**src/rtl/core/flha_ram.sv**
```systemverilog
// Generic single-write, single-read synchronous RAM with a registered read port.
// No dependencies.
`timescale 1ns / 1ps

module flha_ram #(
  parameter int W = 8,
  parameter int D = 256
) (
  input  logic                 clk,
  input  logic                 we,
  input  logic [$clog2(D)-1:0] waddr,
  input  logic [W-1:0]         wdata,
  input  logic [$clog2(D)-1:0] raddr,
  output logic [W-1:0]         rdata
);

  logic [W-1:0] mem [D];

  // Write port and registered read port.
  always_ff @(posedge clk) begin
    if (we) begin
      mem[waddr] <= wdata;
    end
    rdata <= mem[raddr];
  end

endmodule

```
**config.mk**
```make
export PLATFORM = sky130hd
export DESIGN_NAME = flha_ram
export DESIGN_NICKNAME = d
export VERILOG_FILES = /design/src/rtl/core/flha_ram.sv
export SDC_FILE = /design/constraint.sdc
export NUM_CORES = 2
export LEC_CHECK = 0
export BUFFER_PORTS_ARGS = -buffer_cell sky130_fd_sc_hd__buf_2
export CELL_PAD_IN_SITES_DETAIL_PLACEMENT = 2
export CELL_PAD_IN_SITES_GLOBAL_PLACEMENT = 2
export CORE_AREA = 2 2 398 400
export CTS_CLUSTER_DIAMETER = 200
export DETAILED_ROUTE_END_ITERATION = 7
export DIE_AREA = 0 0 400 402
export PLACE_DENSITY_LB_ADDON = 0.1
export REMOVE_ABC_BUFFERS = 1
export SETUP_SLACK_MARGIN = 0.2
export SLEW_MARGIN = 20
export SYNTH_ARGS = -nofsm -noshare
export SYNTH_HDL_FRONTEND = slang
export SYNTH_SLANG_ARGS = --single-unit
```
**constraint.sdc**
```tcl
create_clock -name clk -period 2.9 [get_ports clk]
set_input_delay 0.145 -clock clk [delete_from_list [all_inputs] [get_ports clk]]
set_output_delay 0.145 -clock clk [all_outputs]
set_load 0.005 [all_outputs]
```
==> results of run 1 <==
## stage by stage
step / cells / setup TNS [ns] / instance area [sq um]
2_1_floorplan: 3500 / 0 / 78100
3_3_place_gp: 6150 / -1.78 / 85800
## cell usage after synthesis (3+ instances only)
library cell     n
buf_8           13
edfxtp_1      2048
nand3_1         34
nor3_1          22
buf_12           8
a21oi_1         96
nand2_1         33
nand2b_1         8
nor4_2           3
nor2_1         282
a22o_1           8
o32ai_1          4
nor4_1          24
nor2b_1         31
dfxtp_1          8
o211ai_1        10
o22a_1           5
nand4_1         10
a211oi_1        16
mux2i_1        134
buf_4           27
o22ai_1         28
and2_1           6
o21ai_0         10
a22oi_1        133
mux4_2         454
a221oi_1        13
buf_2           31
o221ai_1        46
clkbuf_1       111
buf_6           21
buf_1           22
or2_2            4
## cell families after synthesis
group           synth area share (%)
compound gates                  3.42
buf+inv                         1.83
flops                           77.5
mux                             14.6
simple gates                    2.63
==> impl_metrics.toml, run 1 <==
[placement]
place.port_buffers = 33
place.gp.congestion = 0.848
dpl.hpwl_microns = 180000

[die]
ios = 34
chipHeight_microns = 402
start_util_pct = 50.6
num_rows = 146
die_width_microns = 400

[run_status]
status = "stopped before the end"
error_message = "[ERROR DPL-0033] detailed placement checks failed during check placement."
stop_stage = "detailed placement (3_5_place_dp)"

[yosys]
synth.distinct_cells = 55
yosysWarningCount = 0
synthesis.area_per_instance_sq_um = 21.3
post-synth-top-area-cell = "edfxtp_1"
fraction_of_registers_with_async_set_or_reset_after_synthesis_pct = 0
synthesis.area_sq_um = 79600
synthDominantCellAreaShare_pct = 77.3
ys_top_cells_by_area = "edfxtp_1 (77%), mux4_2 (13%), mux2i_1 (1.7%)"
synth_enable_flop_cells = 2048
synth_sequential_area_ratio_pct = 77.5
synth_seq_cells = 2056
dominantRegCellSynth = "edfxtp_1"
syn_inst = 3733
==> run 2, diff against run 1 <==
CELL_PAD_IN_SITES_DETAIL_PLACEMENT = unset   (was 2)
CELL_PAD_IN_SITES_GLOBAL_PLACEMENT = unset   (was 2)
CORE_AREA = 2 2 449 451   (was 2 2 398 400)
CTS_CLUSTER_DIAMETER = unset   (was 200)
DIE_AREA = 0 0 451 453   (was 0 0 400 402)
PLACE_DENSITY_LB_ADDON = 0.15   (was 0.1)
SETUP_SLACK_MARGIN = unset   (was 0.2)
==> run 2 against run 1 <==
Net effect:
- the flow now finishes without violations
- synthesized area unchanged
- synthesized cell count unchanged
==> impl_metrics.toml, run 2 <==
[timing]
total_negative_slack_for_setup_checks_ns = 0
maxClockFrequency_ghz = 0.350
maxSlewViolCount = 0
timing.clock.skew_ns = 0.0344
hold_violations = 0
timing.final.crit_share_pct = 98.6
transition_time_at_the_pin_with_the_least_slew_margin_ns = 0.949
setup_viol = 0
period_needed_ns = 2.86
final.hold.worst_slack_ns = 0.106
final.setup.worst_slack_ns = 0.0400
maxSlewHeadroom_pct = 36.7
grt_setup_unrepaired = "false"

[run_status]
status = "finished, final reports clean"

[die]
die_width_microns = 451
start_util_pct = 39.9
fp.coreArea_sq_um = 199000
fp.dieArea_sq_um = 204000
chipHeight_microns = 453
ios = 34
num_rows = 164

[clock_network]
postCtsSetupBuffers = 0
cts_tree = "done"
clock_insertion_delay_worst_skew_ns = 0.85
cts.sink_count = 2056
cts_buffer_depth = 3
tritoncts.num_buffers = 208
clk_transition_reported_paths_ns = 0.06
h_tree_levels = 4
clockRootBuffer = "clkbuf_16"

[grt]
antenna_found_initial = 8
grt_pass1_vias = 40700
congestion_overflow_gr = 0
grt_use_total_pct = 21.2
grt_max_degree = 101
grt_first_pass_wirelength_microns = 309000

[pwr]
leakagePower_nw = 29.9
ir_drop_mv = 0.588
powerDensity_nw_per_um2 = 668

[layout]
mostFrequentLayoutCell = "edfxtp_1"
number_of_flip_flops_in_the_largest_register = 2048
finish.cell_count_without_fillers = 7149
top_register = "mem"
layout-drive-gt1-share_pct = 30.6
commonest_cells_after_routing_fill_and_taps_aside = "edfxtp_1 (2048), buf_4 (501), mux4_2 (454)"
flow.area_growth_from_synthesis_pct = 17.7
biggestRegsByFlops = "mem (2048), rdata (8)"
layout.cell_area.non_filler_sq_um = 93600
fin_nets = 4345

[yosys]
dominantRegCellSynth = "edfxtp_1"
fraction_of_registers_with_async_set_or_reset_after_synthesis_pct = 0
synth_enable_flop_cells = 2048
syn_inst = 3733
post-synth-top-area-cell = "edfxtp_1"
synthesis.area_per_instance_sq_um = 21.3
post_synth_most_frequent_cells = "edfxtp_1 (2048), mux4_2 (454), nor2_1 (282)"
ys_top_cells_by_area = "edfxtp_1 (77%), mux4_2 (13%), mux2i_1 (1.7%)"
synth_sequential_area_ratio_pct = 77.5
synthDominantCellAreaShare_pct = 77.3
synth.distinct_cells = 55
yosysMostFrequentCell = "edfxtp_1"
synth_seq_cells = 2056
yosysWarningCount = 0
synthesis.area_sq_um = 79600

[setup_path]
startpoint_type = "flip-flop"
path_cells = "mux4_2, a22o_1, a221oi_1, o221ai_1, a211oi_1, buf_4, nor4_1"
regToRegSetupSlack_ns = 0.04
crit_family = "compound AO/OA/AOI/OAI gates"
number_of_cell_instances_on_the_worst_register_to_register_path = 7
crit-reg2reg-launch = "mem[27][5]"
critPathRequiredTime_ns = 3.64
cp_max_fo = 1
worst_setup_path_category = "reg2reg"
worst_r2r_endpoint = "rdata[5]"
crit_slowest_cell = "a211oi_1"
worst_ep_arrival_time_ns = 3.60
end_kind = "flip-flop"
timing.critical_path.slowest_cell_delay_ns = 0.62
critical_path_buf_inv_count = 1

[drt]
avgViaCountPerCell = 5.61
detail_route.first_pass.iterations = 6
routed-via-count = 40100
detailedRoute.firstIterationViolations = 4320
number_of_nets_with_antenna_violations_after_routing = 0
detail_route.wirelength_microns = 217000
drc = 0
routedWlPerCell_microns = 30.3

[placement]
placed_area_sq_um = 86800
dpl.hpwl_microns = 140000
placedCellCount = 6749
place.gp.congestion = 0.799
pre_cts_slack_ns = -0.357
place.port_buffers = 33

[hold_path]
whs_path_depth = 4
worst_hold_path.endpoint = "mem[187][3]"
worst_hold_path_type = "in2reg"
min_from = "waddr[4]"

[flow_run]
maxCapViolCount = 0
==> run 2: routing by layer <==
metal	GRT usage, %	share of wire (%)
met5	0	0
met4	5.11	2.1
met3	2.93	5.6
met2	34.4	49
met1	30.5	44
==> run 2: area by class of cell <==
cell class / count / area, sq um
tap: 2656 / 3320
antenna: 1 / 2.50
multi-input combinational: 1442 / 16600
sequential: 2056 / 61700
fill: 16600 / 106000
clock inverter: 130 / 1260
clock buffer: 253 / 5410
inverter: 2 / 7.51
timing repair buffer: 609 / 5380
==> run 2: logic make-up (layout without fill, tap and decap cells) <==
family,count (synthesis),count (layout),share of synthesized area (%)
flops,2056,2056,77.5
mux,591,591,14.6
simple gates,466,466,2.63
compound gates,385,385,3.42
buf+inv,235,994,1.83
other cells,0,1,0
==> run 2: stage by stage <==
step / power (mW) / util [%]
floorplan: 34.6 / -
global placement: 36.8 / 43.5
detailed placement: 36.8 / 43.5
CTS: 63.1 / 47.0
global route: 64.4 / 47.0
finish: 62.5 / 47.0
==> run 2: worst reg2reg max path, delay by kind of cell, from the launching register on <==
kind / cells / cell delay (ns)
buf+inv: 1 / 0.22
mux: 1 / 0.50
simple gates: 1 / 0.04
compound gates: 4 / 1.66
flops: 1 / 0.35
==> run 2: repair_timing <==
action / 4_1_cts / 5_1_grt
hold buffers: 16 / 0
endpoints found under the setup margin: 1 / 0
resized for setup: 1 / 0
hold endpoints to repair: 987 / 0
==> run 2: worst max-delay path by stage <==
stage          startpoint  endpoint  cells after the start
2_1_floorplan    raddr[2]  rdata[6]                      6
3_3_place_gp     raddr[0]  rdata[6]                      9
3_5_place_dp     raddr[0]  rdata[6]                     10
4_1_cts        mem[27][5]  rdata[5]                      7
5_1_grt        mem[27][5]  rdata[5]                      7
6_report       mem[27][5]  rdata[5]                      7
==> run 2: where the power goes <==
| group | internal, mW | switching, mW | total [mW] |
|---|---|---|---|
| combinational | 1.26 | 2.07 | 3.33 |
| clock | 14.9 | 11.5 | 26.4 |
| sequential | 32.8 | 0.0762 | 32.8 |
| total | 48.9 | 13.6 | 62.5 |
Power figures use the tool's default switching activity.
