`config.mk`:
```
export PLATFORM = sky130hd
export DESIGN_NAME = flha_ctrl
export DESIGN_NICKNAME = d
export VERILOG_FILES = /design/src/rtl/core/flha_pkg.sv /design/src/rtl/core/flha_ctrl.sv
export SDC_FILE = /design/constraint.sdc
export NUM_CORES = 1
export LEC_CHECK = 0
export BUFFER_PORTS_ARGS = -buffer_cell sky130_fd_sc_hd__buf_2
export CORE_ASPECT_RATIO = 1.5
export CORE_MARGIN = 8
export CORE_UTILIZATION = 40
export CTS_BUF_LIST = sky130_fd_sc_hd__clkbuf_8
export CTS_CLUSTER_DIAMETER = 40
export DETAILED_ROUTE_END_ITERATION = 8
export SLEW_MARGIN = 15
export SYNTH_ARGS = -nofsm -noshare
export SYNTH_HDL_FRONTEND = slang
export SYNTH_SLANG_ARGS = --single-unit
```
`constraint.sdc`:
```
create_clock -name clk -period 17.83 [get_ports clk]
set_input_delay 2.6745 -clock clk [delete_from_list [all_inputs] [get_ports clk]]
set_output_delay 2.6745 -clock clk [all_outputs]
set_load 0.01 [all_outputs]
```
`src/rtl/core/flha_pkg.sv`:
```
// Package for the free-list heap allocator.
// Holds the heap constants, the block header layout, codes and the sequencer states.
// No dependencies.
`timescale 1ns / 1ps

package flha_pkg;

  // Heap geometry.
  localparam int HEAP_BYTES   = 4096;
  localparam int HDR_BYTES    = 16;
  localparam int HDR_ALIGN    = 8;
  localparam int MIN_SPLIT    = 8;
  localparam int MEM_DEPTH    = HEAP_BYTES;
  localparam int MEM_AW       = $clog2(MEM_DEPTH);
  localparam int HDR_W        = 27;
  localparam int TAG_W        = 8;

  // Input kinds.
  localparam logic [1:0] KIND_ALLOC = 2'd0;
  localparam logic [1:0] KIND_FREE  = 2'd1;
  localparam logic [1:0] KIND_RESET = 2'd2;

  // Result status codes.
  localparam logic [3:0] ST_OK        = 4'd0;
  localparam logic [3:0] ST_ZERO      = 4'd1;
  localparam logic [3:0] ST_ALIGN     = 4'd2;
  localparam logic [3:0] ST_OOM       = 4'd3;
  localparam logic [3:0] ST_NOT_OWNED = 4'd4;
  localparam logic [3:0] ST_BAD_PAD   = 4'd5;
  localparam logic [3:0] ST_HDR_RANGE = 4'd6;
  localparam logic [3:0] ST_BAD_BLOCK = 4'd7;
  localparam logic [3:0] ST_DBL_FREE  = 4'd9;

  // Configuration register indexes.
  localparam logic CFG_HEAP_BYTES = 1'b0;
  localparam logic CFG_FIT_POLICY = 1'b1;

  // One block header as stored in the header memory.
  typedef struct packed {
    logic [12:0]       sz;
    logic              fr;
    logic              hp;
    logic [MEM_AW-1:0] pv;
  } hdr_t;

  // One result beat.
  typedef struct packed {
    logic [3:0]  status;
    logic [11:0] payload;
    logic [12:0] used;
    logic [8:0]  alloc;
    logic [8:0]  free;
  } res_t;

  typedef enum logic [4:0] {
    S_CLEAR, S_INIT, S_IDLE,
    S_A_EV, S_A_SPL, S_A_RA, S_A_WB,
    S_F_TAG, S_F_HDR,
    S_M_GO, S_M_X, S_M_N, S_M_A, S_M_END,
    S_C_GO, S_C_EV, S_DONE
  } state_t;

endpackage

```
`src/rtl/core/flha_ctrl.sv`:
```
// Sequencer of the heap allocator: walks the block chain in the header memory,
// splits, merges and keeps the counters. Depends on flha_pkg.
`timescale 1ns / 1ps

module flha_ctrl
  import flha_pkg::*;
(
  input  logic              clk,
  input  logic              rst_n,
  input  logic              clr_req,
  input  logic [12:0]       heap_bytes,
  input  logic              fit_policy,
  input  logic              start,
  input  logic [1:0]        kind,
  input  logic [12:0]       req_size,
  input  logic [8:0]        align_bytes,
  input  logic [15:0]       addr,
  output logic              busy,
  output logic              res_valid,
  output res_t              res,
  output logic              hdr_we,
  output logic [MEM_AW-1:0] hdr_waddr,
  output logic [HDR_W-1:0]  hdr_wdata,
  output logic [MEM_AW-1:0] hdr_raddr,
  input  logic [HDR_W-1:0]  hdr_rdata,
  output logic              tag_we,
  output logic [MEM_AW-1:0] tag_waddr,
  output logic [TAG_W-1:0]  tag_wdata,
  output logic [MEM_AW-1:0] tag_raddr,
  input  logic [TAG_W-1:0]  tag_rdata
);

  state_t            state_r, state_nxt;
  logic [MEM_AW-1:0] clr_cnt_r, clr_cnt_nxt;
  logic [MEM_AW-1:0] h_r, h_nxt;
  logic [MEM_AW-1:0] best_r, best_nxt;
  logic [MEM_AW-1:0] mb_r, mb_nxt;
  logic [MEM_AW-1:0] a_r, a_nxt;
  logic [MEM_AW-1:0] n_r, n_nxt;
  hdr_t              hold_r, hold_nxt;
  hdr_t              fhdr_r, fhdr_nxt;
  logic              found_r, found_nxt;
  logic              phase_r, phase_nxt;
  logic [13:0]       need_r, need_nxt;
  logic [12:0]       sur_r, sur_nxt;
  logic [12:0]       req_r, req_nxt;
  logic [8:0]        align_r, align_nxt;
  logic [15:0]       addr_r, addr_nxt;
  logic [3:0]        status_r, status_nxt;
  logic [12:0]       pay_r, pay_nxt;
  logic [12:0]       used_r, used_nxt;
  logic [8:0]        alloc_r, alloc_nxt;
  logic [8:0]        free_r, free_nxt;
  logic [8:0]        cnt_r, cnt_nxt;

  // Shared decode of the current header read.
  logic [12:0] cap;
  logic [13:0] cap14;
  logic        usable;
  hdr_t        rd;
  hdr_t        init_hdr;
  logic [13:0] h_nx;
  logic        walk_end;
  logic [7:0]  amask;
  logic [7:0]  p_lo;
  logic [13:0] need;
  logic        fit_ok;
  logic [12:0] sur;
  logic        take;
  logic        a_stop;
  logic [13:0] s_rnd;
  logic [13:0] split_n;
  logic [13:0] split_a;
  logic        split_ok;
  logic [7:0]  pad;
  logic [12:0] pay;
  logic [12:0] pay_m1;
  logic        f_bad_tag;
  logic        f_bad_rng;
  logic [15:0] f_h16;
  logic [12:0] f_p;
  logic        f_bad_blk;
  logic [13:0] m_nx;
  logic        m_go;
  logic        m_skip;
  logic [13:0] m_sum;
  logic [12:0] m_s;
  logic [13:0] m_a;
  logic        q_ok;
  logic        in_bad_align;

  assign cap      = (heap_bytes > 13'(HEAP_BYTES)) ? 13'(HEAP_BYTES) : heap_bytes;
  assign cap14    = {1'b0, cap};
  assign usable   = cap > 13'(HDR_BYTES);
  assign rd       = hdr_t'(hdr_rdata);
  assign init_hdr = '{sz: cap - 13'(HDR_BYTES), fr: 1'b1, hp: 1'b0, pv: '0};
  assign h_nx     = {2'b0, h_r} + 14'(HDR_BYTES) + {1'b0, rd.sz};
  assign walk_end = h_nx >= cap14;

  // Fit test for the block under the walk pointer.
  assign amask  = align_r[7:0] - 8'd1;
  assign p_lo   = h_r[7:0] + 8'(HDR_BYTES);
  assign need   = {5'b0, align_r} - {6'b0, (p_lo & amask)} + {1'b0, req_r};
  assign fit_ok = rd.fr && ({1'b0, rd.sz} >= need);
  assign sur    = 13'({1'b0, rd.sz} - need);
  assign take   = fit_ok && (!found_r || (fit_policy && (sur < sur_r)));
  assign a_stop = (fit_ok && !fit_policy) || walk_end;

  // Split of the chosen block.
  assign s_rnd    = (need_r + 14'(HDR_ALIGN - 1)) & ~14'(HDR_ALIGN - 1);
  assign split_n  = {2'b0, best_r} + 14'(HDR_BYTES) + s_rnd;
  assign split_a  = {2'b0, best_r} + 14'(HDR_BYTES) + {1'b0, hold_r.sz};
  assign split_ok = ({1'b0, hold_r.sz} >= (s_rnd + 14'(HDR_BYTES + MIN_SPLIT)))
                    && (split_n < cap14);
  assign pad      = 8'(need_r - {1'b0, req_r});
  assign pay      = {1'b0, best_r} + 13'(HDR_BYTES) + {5'b0, pad};
  assign pay_m1   = pay - 13'd1;

  // Free checks.
  assign f_bad_tag = (tag_rdata == '0) || ({8'b0, tag_rdata} > addr_r);
  assign f_bad_rng = addr_r < ({8'b0, tag_rdata} + 16'(HDR_BYTES));
  assign f_h16     = addr_r - {8'b0, tag_rdata} - 16'(HDR_BYTES);
  assign f_p       = {1'b0, h_r} + 13'(HDR_BYTES);
  assign f_bad_blk = (rd.sz == '0) || (({1'b0, f_p} + {1'b0, rd.sz}) > cap14);
  assign q_ok      = fhdr_r.hp && ({1'b0, fhdr_r.pv} < cap);

  // Merge of the block at mb_r with its physical successor.
  assign m_nx   = {2'b0, mb_r} + 14'(HDR_BYTES) + {1'b0, rd.sz};
  assign m_go   = (!phase_r || rd.fr) && (m_nx < cap14);
  assign m_skip = !phase_r && !rd.fr;
  assign m_sum  = {1'b0, hold_r.sz} + 14'(HDR_BYTES) + {1'b0, rd.sz};
  assign m_s    = (m_sum > cap14) ? cap : m_sum[12:0];
  assign m_a    = {2'b0, mb_r} + 14'(HDR_BYTES) + {1'b0, m_s};

  assign in_bad_align = (align_bytes == '0) || align_bytes[8]
                        || ((align_bytes & (align_bytes - 9'd1)) != '0);

  // Next state.
  always_comb begin
    state_nxt = state_r;
    case (state_r)
      S_CLEAR: begin
        if (&clr_cnt_r) state_nxt = S_INIT;
      end
      S_INIT: state_nxt = S_IDLE;
      S_IDLE: begin
        if (start) begin
          state_nxt = S_C_GO;
          if (kind == KIND_ALLOC && req_size != '0 && usable && !in_bad_align) begin
            state_nxt = S_A_EV;
          end else if (kind == KIND_FREE && usable && addr != '0
                       && addr < {3'b0, cap}) begin
            state_nxt = S_F_TAG;
          end
        end
      end
      S_A_EV: begin
        if (a_stop) state_nxt = S_A_SPL;
      end
      S_A_SPL: begin
        if (!found_r) begin
          state_nxt = S_C_GO;
        end else if (split_ok && split_a < cap14) begin
          state_nxt = S_A_RA;
        end else begin
          state_nxt = S_A_WB;
        end
      end
      S_A_RA: state_nxt = S_A_WB;
      S_A_WB: state_nxt = S_C_GO;
      S_F_TAG: begin
        state_nxt = (f_bad_tag || f_bad_rng) ? S_C_GO : S_F_HDR;
      end
      S_F_HDR: begin
        state_nxt = (f_bad_blk || rd.fr) ? S_C_GO : S_M_GO;
      end
      S_M_GO: state_nxt = S_M_X;
      S_M_X: state_nxt = m_go ? S_M_N : S_M_END;
      S_M_N: begin
        if (m_skip || m_a >= cap14) state_nxt = S_M_END;
        else state_nxt = S_M_A;
      end
      S_M_A: state_nxt = S_M_END;
      S_M_END: begin
        state_nxt = (!phase_r && q_ok) ? S_M_GO : S_C_GO;
      end
      S_C_GO: state_nxt = usable ? S_C_EV : S_DONE;
      S_C_EV: begin
        if (walk_end) state_nxt = S_DONE;
      end
      S_DONE: state_nxt = S_IDLE;
      default: state_nxt = S_IDLE;
    endcase
    if (clr_req) state_nxt = S_CLEAR;
  end

  // Datapath, memory ports and counters.
  always_comb begin
    clr_cnt_nxt = clr_cnt_r;
    h_nxt       = h_r;
    best_nxt    = best_r;
    mb_nxt      = mb_r;
    a_nxt       = a_r;
    n_nxt       = n_r;
    hold_nxt    = hold_r;
    fhdr_nxt    = fhdr_r;
    found_nxt   = found_r;
    phase_nxt   = phase_r;
    need_nxt    = need_r;
    sur_nxt     = sur_r;
    req_nxt     = req_r;
    align_nxt   = align_r;
    addr_nxt    = addr_r;
    status_nxt  = status_r;
    pay_nxt     = pay_r;
    used_nxt    = used_r;
    alloc_nxt   = alloc_r;
    free_nxt    = free_r;
    cnt_nxt     = cnt_r;
    hdr_we      = 1'b0;
    hdr_waddr   = '0;
    hdr_wdata   = '0;
    hdr_raddr   = '0;
    tag_we      = 1'b0;
    tag_waddr   = '0;
    tag_wdata   = '0;
    tag_raddr   = '0;
    case (state_r)
      // Zero both memories, one entry a cycle.
      S_CLEAR: begin
        hdr_we      = 1'b1;
        hdr_waddr   = clr_cnt_r;
        tag_we      = 1'b1;
        tag_waddr   = clr_cnt_r;
        clr_cnt_nxt = clr_cnt_r + 1'b1;
      end
      S_INIT: begin
        if (usable) begin
          hdr_we    = 1'b1;
          hdr_wdata = init_hdr;
        end
        used_nxt  = '0;
        alloc_nxt = '0;
        free_nxt  = {8'b0, usable};
      end
      // Take the command beat, do the checks that need no memory and rebuild the heap on a reset command.
      S_IDLE: begin
        if (start) begin
          req_nxt    = req_size;
          align_nxt  = align_bytes;
          addr_nxt   = addr;
          status_nxt = ST_OK;
          pay_nxt    = '0;
          h_nxt      = '0;
          found_nxt  = 1'b0;
          tag_raddr  = MEM_AW'(addr - 16'd1);
          case (kind)
            KIND_ALLOC: begin
              if (req_size == '0 || !usable) status_nxt = ST_ZERO;
              else if (in_bad_align) status_nxt = ST_ALIGN;
            end
            KIND_FREE: begin
              if (!usable) status_nxt = ST_ZERO;
              else if (addr == '0 || addr >= {3'b0, cap}) status_nxt = ST_NOT_OWNED;
            end
            KIND_RESET: begin
              if (usable) begin
                hdr_we    = 1'b1;
                hdr_wdata = init_hdr;
                used_nxt  = '0;
                alloc_nxt = '0;
              end else begin
                status_nxt = ST_ZERO;
              end
            end
            default: begin
            end
          endcase
        end
      end
      // Allocation walk: one header per cycle.
      S_A_EV: begin
        if (take) begin
          found_nxt = 1'b1;
          best_nxt  = h_r;
          hold_nxt  = rd;
          need_nxt  = need;
          sur_nxt   = sur;
        end
        h_nxt     = h_nx[MEM_AW-1:0];
        hdr_raddr = h_nx[MEM_AW-1:0];
      end
      // Report OOM if nothing fits; else carve the remainder into a new free block when it is large enough.
      S_A_SPL: begin
        if (!found_r) begin
          status_nxt = ST_OOM;
        end else if (split_ok) begin
          hdr_we      = 1'b1;
          hdr_waddr   = split_n[MEM_AW-1:0];
          hdr_wdata   = hdr_t'{sz: 13'({1'b0, hold_r.sz} - s_rnd - 14'(HDR_BYTES)),
                               fr: 1'b1, hp: 1'b1, pv: best_r};
          n_nxt       = split_n[MEM_AW-1:0];
          a_nxt       = split_a[MEM_AW-1:0];
          hdr_raddr   = split_a[MEM_AW-1:0];
          hold_nxt.sz = s_rnd[12:0];
        end
      end
      S_A_RA: begin
        hdr_we    = 1'b1;
        hdr_waddr = a_r;
        hdr_wdata = hdr_t'{sz: rd.sz, fr: rd.fr, hp: 1'b1, pv: n_r};
      end
      // Mark the block used, record the padding and update the counters.
      S_A_WB: begin
        hdr_we    = 1'b1;
        hdr_waddr = best_r;
        hdr_wdata = hdr_t'{sz: hold_r.sz, fr: 1'b0, hp: hold_r.hp, pv: hold_r.pv};
        used_nxt  = used_r + 13'(HDR_BYTES) + hold_r.sz;
        alloc_nxt = alloc_r + 9'd1;
        pay_nxt   = pay;
        if (pay_m1 < cap) begin
          tag_we    = 1'b1;
          tag_waddr = pay_m1[MEM_AW-1:0];
          tag_wdata = pad;
        end
      end
      // Rebuild the header position from the padding tag.
      S_F_TAG: begin
        if (f_bad_tag) begin
          status_nxt = ST_BAD_PAD;
        end else if (f_bad_rng) begin
          status_nxt = ST_HDR_RANGE;
        end else begin
          h_nxt     = f_h16[MEM_AW-1:0];
          hdr_raddr = f_h16[MEM_AW-1:0];
        end
      end
      S_F_HDR: begin
        if (f_bad_blk) begin
          status_nxt = ST_BAD_BLOCK;
        end else if (rd.fr) begin
          status_nxt = ST_DBL_FREE;
        end else begin
          used_nxt  = used_r - 13'(HDR_BYTES) - rd.sz;
          alloc_nxt = alloc_r - 9'd1;
          hdr_we    = 1'b1;
          hdr_waddr = h_r;
          hdr_wdata = hdr_t'{sz: rd.sz, fr: 1'b1, hp: rd.hp, pv: rd.pv};
          fhdr_nxt  = rd;
          mb_nxt    = h_r;
          phase_nxt = 1'b0;
        end
      end
      // Merge: read the base block, then its successor, then fix the back link.
      S_M_GO: begin
        hdr_raddr = mb_r;
      end
      S_M_X: begin
        hold_nxt  = rd;
        hdr_raddr = m_nx[MEM_AW-1:0];
      end
      S_M_N: begin
        if (!m_skip) begin
          hdr_we    = 1'b1;
          hdr_waddr = mb_r;
          hdr_wdata = hdr_t'{sz: m_s, fr: hold_r.fr, hp: hold_r.hp, pv: hold_r.pv};
          a_nxt     = m_a[MEM_AW-1:0];
          hdr_raddr = m_a[MEM_AW-1:0];
        end
      end
      S_M_A: begin
        hdr_we    = 1'b1;
        hdr_waddr = a_r;
        hdr_wdata = hdr_t'{sz: rd.sz, fr: rd.fr, hp: 1'b1, pv: mb_r};
      end
      S_M_END: begin
        if (!phase_r && q_ok) begin
          mb_nxt    = fhdr_r.pv;
          phase_nxt = 1'b1;
        end
      end
      // Free block count: walk the whole chain.
      S_C_GO: begin
        h_nxt     = '0;
        cnt_nxt   = '0;
        hdr_raddr = '0;
        if (!usable) free_nxt = '0;
      end
      S_C_EV: begin
        cnt_nxt   = cnt_r + {8'b0, rd.fr};
        free_nxt  = cnt_r + {8'b0, rd.fr};
        h_nxt     = h_nx[MEM_AW-1:0];
        hdr_raddr = h_nx[MEM_AW-1:0];
      end
      S_DONE: begin
      end
      default: begin
      end
    endcase
    if (clr_req) clr_cnt_nxt = '0;
  end

  assign busy          = state_r != S_IDLE;
  assign res_valid     = state_r == S_DONE;
  assign res.status    = status_r;
  assign res.payload   = pay_r[11:0];
  assign res.used      = used_r;
  assign res.alloc     = alloc_r;
  assign res.free      = free_r;

  // Control state and counters.
  always_ff @(posedge clk) begin
    if (!rst_n) begin
      state_r   <= S_CLEAR;
      clr_cnt_r <= '0;
      used_r    <= '0;
      alloc_r   <= '0;
      free_r    <= '0;
      found_r   <= 1'b0;
      phase_r   <= 1'b0;
    end else begin
      state_r   <= state_nxt;
      clr_cnt_r <= clr_cnt_nxt;
      used_r    <= used_nxt;
      alloc_r   <= alloc_nxt;
      free_r    <= free_nxt;
      found_r   <= found_nxt;
      phase_r   <= phase_nxt;
    end
  end

  // Working registers.
  always_ff @(posedge clk) begin
    h_r      <= h_nxt;
    best_r   <= best_nxt;
    mb_r     <= mb_nxt;
    a_r      <= a_nxt;
    n_r      <= n_nxt;
    hold_r   <= hold_nxt;
    fhdr_r   <= fhdr_nxt;
    need_r   <= need_nxt;
    sur_r    <= sur_nxt;
    req_r    <= req_nxt;
    align_r  <= align_nxt;
    addr_r   <= addr_nxt;
    status_r <= status_nxt;
    pay_r    <= pay_nxt;
    cnt_r    <= cnt_nxt;
  end

endmodule

```
==> metrics.yaml <==
numCtsBuffers: 45
rows: 109
cts_root_buffer: "clkbuf_8"
start_util_pct: 40.5
fillCellCount: 5911
ant_nets: 0
synth.yosys.seq_area_share_pct: 28.1
drtPass1Iterations: 8
antenna_found_initial: 3
slew_headroom_pct: 25.8
async_flop_share_pct: 0
cts_num_sinks: 240
power_density_mw_per_mm2: 55.6
cts_tree: "built"
ctsResizeCount: 0
cp_common_cell: "ha_1"
area_growth_syn_to_layout_pct: 13.6
grt_max_degree: 58
place_hpwl_mm: 87.1
clk_path_buf_depth: 3
endpoint_kind: "output pin"
cp_slowest_cell: "nor2_2"
drv_cap: 0
drc: 0
ys.flop_type: "edfxtp_1"
post_cts_buffers: 0
die_w_um: 215
finalInstanceArea_mm2: 0.0271
hold_buffers: 0
layout_commonest_cell: "ha_1"
yosysWarnings: 0
hp-class: "flip-flop to flip-flop"
cpPeakStageDelay_ns: 0.72
report.final.slew_viol_count: 0
status: "finished, final reports clean"
vias_per_cell: 6.06
die_y_um: 315
setup_viol_count_final: 0
worstPathMaxFanout: 19
vias: 22800
hold_viol_final: 0
synth_edf_count: 190
grt_setup_unrepaired: "no"
syn_inst: 2686
min_period_ns: 12.37
skew_ns: 0.0362
wl_mm: 109
synth_area_mm2: 0.0239
clk_latency_ns: 0.67
fin_nets: 3450
drive_above_1_share_pct: 13.2
port_buffers: 226
syn_avg_cell_area_um2: 8.88
dpl_cell_area_mm2: 0.0261
max_freq_ghz: 0.0808
tightest_slew_ns: 1.11
setup_tns_ns: 0
ys_ff_latch: 240
cp_data_required_time_ns: 15.16
grt_pass1_vias: 23100
worstSetupPathType: "input port to output pin"
place_congestion: 1.08
dieArea_mm2: 0.0679
most-common-layout-cells: "398 x ha_1, 262 x nand2_1, 230 x inv_1, 227 x buf_2, 207 x nor2_1"
ff_latch_area_mm2: 0.00671
htree_levels: 2
globalRouteTotalUtil_pct: 30.9
num_io_pins: 227
multi_input_area_mm2: 0.0161
ys_types: 81
grt_pass1_wl_mm: 155
cp_data_arrival_time_ns: 9.70
start_kind: "input port"
vdd_drop_max_mv: 0.0595
core_area_mm2: 0.0589
period_share_pct: 69.4
syn-num-nets: 3194
grt_overflow: 0
clkTransAtPathRegs_ns: 0.06
leakage_nw: 12.1
dp.cells: 3671
finalNonFillerCells: 3759
first_iter_violations: 1938
wl_per_cell_um: 28.9
## registers in the layout, indices dropped and copies added (netlist names), 9 cells and up
| register | cells |
|---|---|
| alloc_r | 9 |
| align_r | 9 |
| addr_r | 16 |
| best_r | 12 |
| a_r | 12 |
| pay_r | 12 |
| sur_r | 13 |
| req_r | 13 |
| cnt_r | 9 |
| used_r | 13 |
| fhdr_r | 13 |
| free_r | 9 |
| hold_r | 27 |
| n_r | 12 |
| h_r | 12 |
| clr_cnt_r | 12 |
| mb_r | 12 |
| need_r | 14 |
## synthesized netlist by cell type (all sizes together) (21+ instances only)
cell type | instances | area, µm²
nor2 | 210 | 791
and3 | 22 | 138
nor2b | 31 | 194
a21oi | 163 | 823
dfxtp | 50 | 1000
o21bai | 24 | 180
nand2b | 34 | 213
nor4 | 25 | 171
a21o | 55 | 413
a211oi | 32 | 240
ha | 398 | 4980
inv | 224 | 841
xnor2 | 135 | 1180
or3 | 21 | 141
xor2 | 89 | 780
clkbuf | 52 | 195
o21ai | 134 | 671
nand3 | 65 | 325
nand2 | 262 | 983
nand4 | 31 | 194
edfxtp | 190 | 5710
a221o | 22 | 220
a222oi | 29 | 290
nor3 | 64 | 340
## per-layer routing
| metal | vias to the layer above | part of all wire [%] | wire, µm | track usage, % |
|---|---|---|---|---|
| li1 | 10500 | - | - | - |
| met1 | 11000 | 35 | 38600 | 32.4 |
| met2 | 967 | 49 | 53000 | 54.0 |
| met3 | 337 | 6.0 | 6560 | 5.03 |
| met4 | 2 | 9.7 | 10500 | 26.0 |
| met5 | - | 0.016 | 17 | 0 |
## report_power, final
group / internal [mW] / switching (mW)
combinational: 0.107 / 0.183
sequential: 0.600 / 0.000419
clock: 0.334 / 0.282
## cell type report
class,count,area share (%)
multi-input combinational,2158,59.4
sequential,240,24.7
inverter,225,3.12
clock inverter,38,1.32
tap,777,3.59
clock buffer,46,2.34
antenna,3,0.0277
timing repair buffer,272,5.44
## cell families (layout without fill, tap and decap cells)
logic type,count (synthesis),count (layout),synth area share [%]
simple gates,834,834,16.8
compound gates,661,661,18.9
fa+ha+maj,416,416,22.3
buf+inv,288,581,4.63
flops,240,240,28.1
xor+xnor,224,224,8.22
mux,23,23,1.05
other cells,0,3,0
## metrics by stage
stage               total power [mW]  util, %  hold WS (ns)  setup WS, ns
finish                          1.51     46.0         0.474          5.46
detailed placement             0.895     44.3         0.466          5.54
CTS                             1.51     46.0         0.474          5.52
global route                    1.56     46.0         0.504          4.92
floorplan                      0.790        -         0.474          4.86
global placement               0.893     44.3         0.456          5.54
## worst paths after layout
kind	to	depth (start not counted)	from	slack [ns]
min reg2reg	alloc_r[6]	2	alloc_r[6]	0.47
max reg2reg	state_r[0]	41	hold_r[15]	8.85
min	alloc_r[6]	2	alloc_r[6]	0.47
max	hdr_raddr[10]	32	hdr_rdata[16]	5.46
## critical path: cells and delay by family
family / cells / cell delay (ns)
AOI/OAI and AO/OA: 15 / 3.18
xor gates and xnor gates: 2 / 0.36
adders and majority gates: 5 / 1.32
buffers and inverters: 3 / 0.51
muxes: 1 / 0.42
and+or+nand+nor: 6 / 1.21
Power figures use the tool's default switching activity.
